<file path="config.mk">
export PLATFORM = sky130hd
export DESIGN_NAME = easu_queue
export DESIGN_NICKNAME = d
export VERILOG_FILES = /design/src/hdl/easu_queue.sv
export VERILOG_INCLUDE_DIRS = /design/src /design/src/hdl
export SDC_FILE = /design/constraint.sdc
export NUM_CORES = 1
export LEC_CHECK = 0
export ABC_CLOCK_PERIOD_IN_PS = 6800
export BUFFER_PORTS_ARGS = -buffer_cell sky130_fd_sc_hd__buf_4
export CAP_MARGIN = 20
export CORE_ASPECT_RATIO = 0.75
export CORE_MARGIN = 3
export CORE_UTILIZATION = 35
export DETAILED_ROUTE_END_ITERATION = 12
export SLEW_MARGIN = 40
export SYNTH_ARGS = -nofsm -noshare
export SYNTH_HDL_FRONTEND = slang
export SYNTH_SLANG_ARGS = --single-unit
</file>
<file path="constraint.sdc">
create_clock -name clk -period 6.8 [get_ports clk]
set_input_delay 1.36 -clock clk [delete_from_list [all_inputs] [get_ports clk]]
set_output_delay 1.36 -clock clk [all_outputs]
set_load 0.05 [all_outputs]
</file>
<file path="src/hdl/assert_macros.svh">
// Assertion macros shared by the event surface update unit.
// Included by the modules that carry concurrent checks; no other dependencies.
`ifndef ASSERT_MACROS_SVH
`define ASSERT_MACROS_SVH

// Property checked at every rising edge outside reset.
`define ASSERT_CLK(lbl, clk, rst_n, prop) \
	lbl: assert property (@(posedge clk) disable iff (!rst_n) prop) \
		else $error("assertion failed");

// Condition that must never be seen at a rising edge.
`define ASSERT_NEVER(lbl, clk, rst_n, cond) \
	`ASSERT_CLK(lbl, clk, rst_n, !(cond))

`endif

</file>
<file path="src/hdl/easu_queue.sv">
// Small command queue between the front end and the surface engine.
// Depends on assert_macros.svh; the payload is an opaque vector.
`include "assert_macros.svh"

module easu_queue #(
	parameter int DEPTH = 4,
	parameter int WIDTH = 52
) (
	input  logic             clk,
	input  logic             arst_n,
	input  logic             push,
	input  logic [WIDTH-1:0] push_data,
	output logic             full,
	input  logic             pop,
	output logic             not_empty,
	output logic [WIDTH-1:0] head
);
	localparam int PTR_W = (DEPTH > 1) ? $clog2(DEPTH) : 1;
	localparam int CNT_W = $clog2(DEPTH + 1);

	logic [WIDTH-1:0] slot_q [DEPTH];
	logic [PTR_W-1:0] wr_ptr_q, rd_ptr_q;
	logic [CNT_W-1:0] count_q;

	assign full      = (count_q == CNT_W'(DEPTH));
	assign not_empty = (count_q != '0);
	assign head      = slot_q[rd_ptr_q];

	always_ff @(posedge clk) begin
		if (push) begin
			slot_q[wr_ptr_q] <= push_data;
		end
	end

	always_ff @(posedge clk or negedge arst_n) begin
		if (!arst_n) begin
			wr_ptr_q <= '0;
			rd_ptr_q <= '0;
			count_q  <= '0;
		end else begin
			if (push) begin
				wr_ptr_q <= (wr_ptr_q == PTR_W'(DEPTH - 1)) ? '0 : wr_ptr_q + 1'b1;
			end
			if (pop) begin
				rd_ptr_q <= (rd_ptr_q == PTR_W'(DEPTH - 1)) ? '0 : rd_ptr_q + 1'b1;
			end
			case ({push, pop})
				2'b10:   count_q <= count_q + 1'b1;
				2'b01:   count_q <= count_q - 1'b1;
				default: count_q <= count_q;
			endcase
		end
	end

	`ASSERT_NEVER(a_push_full, clk, arst_n, push && full)
	`ASSERT_NEVER(a_pop_empty, clk, arst_n, pop && !not_empty)
	`ASSERT_CLK(a_count_bound, clk, arst_n, count_q <= CNT_W'(DEPTH))

endmodule

</file>
==> qor.csv <==
metric,value,unit
clk_pin_slew_worst_paths,0.06,ns
tritoncts,done,
clk_path_buf_depth,3,
syn_nets,370,
place_congestion,0.647,
post-route-util,44.7,%
seq_area,6430,um^2
syn_area_per_cell,26.0,um^2
hold_end,count_q[2],
coreArea,22200,um^2
synth_area,7980,um^2
avgViaCountPerCell,4.76,
crit_path_start,rd_ptr_q[1],
synth_area_leaders,"edfxtp_1 (78%), mux4_2 (14%), dfrtp_1 (2.2%), mux4_1 (1.3%), buf_12 (1.3%)",
holdPathStages,1,
p_per_area,500,nW/um^2
rsz0062_at_grt,false,
vias,3559,
grt_pass1_vias,3847,
synth_top_area_cell,edfxtp_1,
ff2ff_setup_slack,4.67,ns
nets,499,
place_hpwl,8890,um
period_share,55.2,%
max_slew_margin,50.8,%
ff2ff_path_depth,4,
postCtsSetupBuffers,0,
netlist.area_leader.share,78.3,%
cts-htree-levels,1,
drive_gt1_share,46.6,%
grt_use_total,11.9,%
drc,0,
insertion_delay,0.50,ns
yosysMostFrequentCell,edfxtp_1,
grt-ovfl-total,0,
multiInputGateArea,1410,um^2
ant_nets,0,
async_reset_ff_share,3.26,%
startpoint_type,flop,
cts-resized-gates,0,
dieArea,24700,um^2
p_leak,3.42,nW
drv_slew,0,
path_class,flop to output port,
dpl_worst_slack,3.52,ns
cts_buffers,23,
ys_seq_elements,215,
critPathMaxFanout,38,
status,finished clean,
fin_ws,3.05,ns
synth_edf_count,208,
grt_pass1_wl,22500,um
fmax,267,MHz
ir_worst_vdd,0.197,mV
r2r_start,wr_ptr_q[0],
ys_warn_count,0,
ios,110,
finalSetupViolations,0,
diodes,0,
root_buffer,clkbuf_16,
wirelength,14300,um
antenna_found_initial,0,
tightest_slew,0.738,ns
die_h,137,um
cap_violations,0,
die-width,180,um
fillers,1900,
grt_start_max_net_pins,48,
fin_skew,0.00696,ns
design_area,9940,um^2
end_kind,output port,
synth.distinct_cells,19,
fp-row-count,47,
cp.required,5.44,ns
port_buffers,109,
wl_per_cell,19.2,um
ys.flop_type,edfxtp_1,
start_util,35.9,%
ys_seq_area_share,80.5,%
fin_crit,3.75,ns
r2r-end,slot_q[0][30],
hold_viol,0,
holdCritStartpoint,count_q[2],
place_area,9110,um^2
cts.sinks,215,
drt-initial-drc-count,258,
postSynthCellCount,307,
dr.pass1.iters,4,
arrival,2.39,ns
synth_common_cells,"edfxtp_1 (208), mux4_2 (48), dfrtp_1 (7)",
area_growth,24.6,%
min_path_type,flop to flop,
timing.setup.tns,0,ns
cts-hold-fix-buffers,0,
-- where the power goes --
part	internal, mW	switching [mW]	leakage, nW
combinational	0.646	1.17	1.03
sequential	1.70	0.0986	1.99
clock	0.850	0.496	0.399
-- metrics by stage --
| step | std cells | power, mW | hold slack (ns) |
|---|---|---|---|
| global route | 747 | 5.19 | 0.519 |
| floorplan | 307 | 3.20 | 0.447 |
| CTS | 747 | 5.04 | 0.487 |
| global placement | 703 | 3.64 | 0.463 |
| finish | 747 | 4.97 | 0.484 |
| detailed placement | 705 | 3.69 | 0.478 |
-- kinds of logic (layout without fill, tap and decap cells) --
logic type	Yosys count	count (layout)	synth area share [%]
flops	215	215	80.5
buf+inv	15	161	1.91
simple gates	10	10	0.705
mux	55	55	15.3
fa+ha+maj	7	7	1.19
xor+xnor	3	3	0.329
compound gates	2	2	0.125
-- worst max-delay path, cell delays in order (launching register included) --
cell	delay, ns
dfrtp_2	0.62
buf_4	0.55
mux4_2	0.44
buf_4	0.22
-- how the worst max path moves through the flow --
stage | end | slack (ns) | depth (start not counted)
6_report | head[10] | 3.05 | 3
5_1_grt | head[10] | 2.93 | 3
4_1_cts | head[10] | 2.97 | 3
3_5_place_dp | head[10] | 3.52 | 3
3_3_place_gp | head[0] | 3.30 | 2
2_1_floorplan | slot_q[3][0] | 3.79 | 1
-- layer usage --
layer	part of all wire (%)	track usage [%]	vias to the layer above
li1	-	-	1572
met1	46	16.6	1857
met2	46	18.7	107
met3	5.9	3.43	23
met4	2.3	2.85	0
met5	0	0	-
-- cells in the final DEF (no fill, tap or decap), types with 4 or more instances in the layout --
cell / instances
bufinv_16: 6
ha_1: 6
buf_4: 114
edfxtp_1: 208
dfrtp_1: 5
mux4_1: 4
and2_2: 4
mux4_2: 48
clkinv_2: 4
clkbuf_16: 23
-- flip-flops by register name, indices dropped and copies added (netlist names) --
signal,flops
count_q,3
rd_ptr_q,2
slot_q,208
wr_ptr_q,2
-- area by class of cell --
class / instances / area share [%]
Clock buffer: 24 / 5.83
Clock inverter: 18 / 2.53
Inverter: 3 / 0.113
Multi-Input combinational cell: 77 / 14.2
Sequential cell: 215 / 64.6
Tap cell: 294 / 3.70
Timing Repair Buffer: 116 / 9.01
Note: power is estimated with default switching activity, not from simulation.
