`src/hdl/assert_macros.svh`:
```
// Assertion macros shared by the event surface update unit.
// Included by the modules that carry concurrent checks; no other dependencies.
`ifndef ASSERT_MACROS_SVH
`define ASSERT_MACROS_SVH

// Property checked at every rising edge outside reset.
`define ASSERT_CLK(lbl, clk, rst_n, prop) \
	lbl: assert property (@(posedge clk) disable iff (!rst_n) prop) \
		else $error("assertion failed");

// Condition that must never be seen at a rising edge.
`define ASSERT_NEVER(lbl, clk, rst_n, cond) \
	`ASSERT_CLK(lbl, clk, rst_n, !(cond))

`endif

```
`src/hdl/easu_pkg.sv`:
```
// Shared constants for the event surface update unit.
// Used by the front end, the surface engine and the top level; no dependencies.
package easu_pkg;

	localparam int X_W         = 10;
	localparam int Y_W         = 9;
	localparam int THRESH_W    = 20;
	localparam int STAMP_OUT_W = 32;

	localparam logic OP_UPDATE = 1'b0;
	localparam logic OP_READ   = 1'b1;

endpackage

```
`src/hdl/easu_front.sv`:
```
// Front end: accepts requests, checks the pixel range and forms the memory address.
// Depends on easu_pkg; feeds the command queue.
module easu_front #(
	parameter int IMAGE_WIDTH  = 640,
	parameter int IMAGE_HEIGHT = 480,
	parameter int TIME_BITS    = 32,
	parameter int CMD_W        = 54
) (
	input  logic                       in_valid,
	output logic                       in_stall,
	input  logic                       opcode,
	input  logic [easu_pkg::X_W-1:0]   pixel_x,
	input  logic [easu_pkg::Y_W-1:0]   pixel_y,
	input  logic                       event_polarity,
	input  logic [TIME_BITS-1:0]       event_time,
	input  logic                       q_full,
	input  logic                       clearing,
	output logic                       q_push,
	output logic [CMD_W-1:0]           q_data
);
	import easu_pkg::*;

	localparam int PIXELS = IMAGE_WIDTH * IMAGE_HEIGHT;
	localparam int PIX_W  = (PIXELS > 1) ? $clog2(PIXELS) : 1;

	typedef struct packed {
		logic                 is_read;
		logic                 in_range;
		logic [PIX_W-1:0]     addr;
		logic                 pol;
		logic [TIME_BITS-1:0] stamp;
	} cmd_t;

	cmd_t cmd;
	logic in_range;

	always_comb begin
		in_range = (int'(pixel_x) < IMAGE_WIDTH) && (int'(pixel_y) < IMAGE_HEIGHT);
		cmd.is_read  = (opcode == OP_READ);
		cmd.in_range = in_range;
		cmd.addr     = in_range ? PIX_W'(int'(pixel_y) * IMAGE_WIDTH + int'(pixel_x))
		                        : '0;
		cmd.pol      = event_polarity;
		cmd.stamp    = event_time;
	end

	// hold off requests while the surface is being cleared or the queue is full
	assign in_stall = q_full || clearing;
	assign q_push   = in_valid && !in_stall;
	assign q_data   = cmd;

endmodule

```
`config.mk`:
```
export PLATFORM = sky130hd
export DESIGN_NAME = easu_front
export DESIGN_NICKNAME = d
export VERILOG_FILES = /design/src/hdl/assert_macros.svh /design/src/hdl/easu_pkg.sv /design/src/hdl/easu_front.sv
export SDC_FILE = /design/constraint.sdc
export NUM_CORES = 1
export LEC_CHECK = 0
export ABC_CLOCK_PERIOD_IN_PS = 3100
export BUFFER_PORTS_ARGS = -buffer_cell sky130_fd_sc_hd__buf_4
export CORE_UTILIZATION = 36
export DETAILED_ROUTE_END_ITERATION = 10
export GPL_TIMING_DRIVEN = 0
export PLACE_DENSITY = 0.84
export RECOVER_POWER = 25
export SLEW_MARGIN = 20
export SYNTH_ARGS = -nofsm -noshare
export SYNTH_HDL_FRONTEND = slang
export SYNTH_SLANG_ARGS = --single-unit
export TNS_END_PERCENT = 50
```
`constraint.sdc`:
```
create_clock -name vclk -period 3.1
set_clock_uncertainty 0.1 [all_clocks]
set_input_delay 0.31 -clock vclk [all_inputs]
set_output_delay 0.31 -clock vclk [all_outputs]
set_load 0.01 [all_outputs]
```
==> flow_summary.toml <==
[global_routing]
grt_max_degree = 11
grt.total_usage_pct = 15.15
grt_overflow = 0
grt_pass1_wl_mm = 3.477
antenna_found_initial = 0
grt_pass1_vias = 903
global_route.usage.met2_pct = 32.73
use_met1_pct = 16.40
met3_usage_pct = 0.5556
busiest_layer = "met2"

[finish]
seq_cells = 0
finalNetCount = 285
seqCellArea_um2 = 0
multi_input_area_um2 = 775.7
area_delta_synth_final_pct = 61.47
fillerInstances = 259
diodes = 0
utilization_pct = 63.67
clockBufferCount = 0
drive_above_1_share_pct = 52.88

[timing]
setup_viol_count_final = 0
whs_ps = 696.2
finalSetupTns_ps = 0
hold_violations = 0
rsz0062_at_grt = "false"
slew_headroom_pct = 69.01
tightest_slew_ps = 461.7
period_needed_ps = 2936
finalCritPeriodShare_pct = 94.72
clock.fmax_ghz = 0.3406
slew_violations = 0

[drt]
finalWirelength_mm = 2.604
drt_iter0_markers = 3
vias_per_cell = 4.731
drc = 0
drt-pass1-iter-count = 2
vias = 1126
ant_nets = 0
wire_per_inst_um = 10.94

[clock_tree]
ctsHoldBuffers = 0
post_cts_buffers = 0

[worst_hold_path]
hold_path_class = "in -> out"
worstHoldPathCells = 2
worstHoldStart = "event_time[16]"
hold_end = "q_data[16]"

[yosys]
synthCells = 130
yosys.area.top_type_share_pct = 26.18
synth_top_area_cell = "buf_4"
yosysWarnings = 0
syn_area_um2 = 1003
syn_nets = 205
synth.distinct_cells = 32
synth.area.top_cells = "buf_4, ha_1, and3_1, xnor2_1, fa_1"
ys_seq_area_share_pct = 0
syn_area_per_cell_um2 = 7.719

[floorplanning]
dieHeight_um = 54.80
rows = 18
die-area_um2 = 3002
core_um2 = 2545
start_util_pct = 39.43
io_pins = 112
fp.dieW_um = 54.80

[power_and_ir_drop]
irDropWorstVdd_mv = 0.1185
leakage_uw = 0.0009064
power_density_nw_per_um2 = 217.3

[worst_setup_path]
end_kind = "output pin"
critPathArrivalTime_ps = 2530
crit_fanout = 3
critPathBufInv = 2
worst_ep_required_time_ps = 2690
cpMaxStageDelayCell = "fa_2"
crit_chain = "buf_4 > ha_4 > ha_4 > fa_2 > a21o_1 > a221oi_2 > xnor2_1 > and3b_1 > a211o_1 > o21ai_2 > buf_4"
slowest_delay_ps = 380
startpoint_type = "primary input"
cpLargestDelayFamily = "compound AO/OA/AOI/OAI gates"
worstSetupPathType = "in -> out"

[flow_run]
cap_violations = 0

[run_status]
status = "finished, final reports clean"

[placement]
post-dp-hpwl_mm = 2.329
portBuffers = 78
place_congestion = 0.7451
[per-layer routing]
metal  up-vias  share of wire (%)
li1        582                  -
met1       483                 35
met2        61                 54
met3         0                 11
met4         0                  0
met5         -                  0
[report_power, final]
part | switching, uW | total (uW) | internal [uW]
Sequential | 0 | 0 | 0
Clock | 0 | 0 | 0
Combinational | 160 | 352 | 192
Total | 160 | 352 | 192
[what timing repair did]
item,in CTS,in global routing
resized for setup,0,7
endpoints found under the hold margin,0,0
endpoints found under the setup margin,1,2
pin swaps,1,6
[synthesized netlist by cell type, types with 2 or more instances]
| master | number |
|---|---|
| buf_4 | 35 |
| ha_1 | 17 |
| and3_1 | 10 |
| nor2_1 | 8 |
| a21oi_1 | 7 |
| nand2_1 | 6 |
| xnor2_1 | 6 |
| a21o_1 | 5 |
| inv_1 | 3 |
| nand3_1 | 3 |
| nand4_1 | 3 |
| xor2_1 | 3 |
| and3b_1 | 2 |
| fa_1 | 2 |
| mux2i_1 | 2 |
| nand3b_1 | 2 |
[worst max path at each step]
stage,startpoint,to,slack [ps],depth (start not counted)
after global routing,pixel_y[1],q_data[50],50,11
after global placement,pixel_y[1],q_data[50],10,11
after floorplan,pixel_y[1],q_data[50],360,9
after CTS,pixel_y[1],q_data[50],10,11
after detailed placement,pixel_y[1],q_data[50],-4,11
final,pixel_y[1],q_data[50],160,11
[per-stage QoR]
stage                     std cells  setup slack [ps]  area, um^2  total power (uW)
after detailed placement        238            -3.610        1627             349.0
after CTS                       238             14.20        1627             349.6
after global routing            238             51.92        1620             389.2
after floorplan                 130             363.5        1003             212.4
final                           238             163.6        1620             352.1
after global placement          238             13.03        1627             342.8
[logic make-up (layout without fill, tap and decap cells)]
family / count (synthesis) / count (layout) / share of synthesized area, %
xor+xnor: 9 / 9 / 7.856
buf+inv: 38 / 116 / 27.31
compound gates: 20 / 20 / 13.84
simple gates: 42 / 42 / 23.82
fa+ha+maj: 19 / 19 / 25.19
mux: 2 / 2 / 1.995
[cell usage in the layout (no fill, tap or decap), drive strengths merged, types with 3 or more instances in the layout]
cell type / count
buf: 99
xnor2: 6
clkbuf: 14
ha: 17
nand2: 6
inv: 3
nand3: 3
a21oi: 7
and3: 10
a21o: 5
xor2: 3
nor2: 8
nand4: 3
[layout make-up]
type	count	area share [%]
Timing Repair Buffer	78	32.90
Multi-Input combinational cell	92	47.88
Buffer	35	16.22
Inverter	3	0.6950
Tap cell	30	2.317
Note: power is estimated with default switching activity, not from simulation.
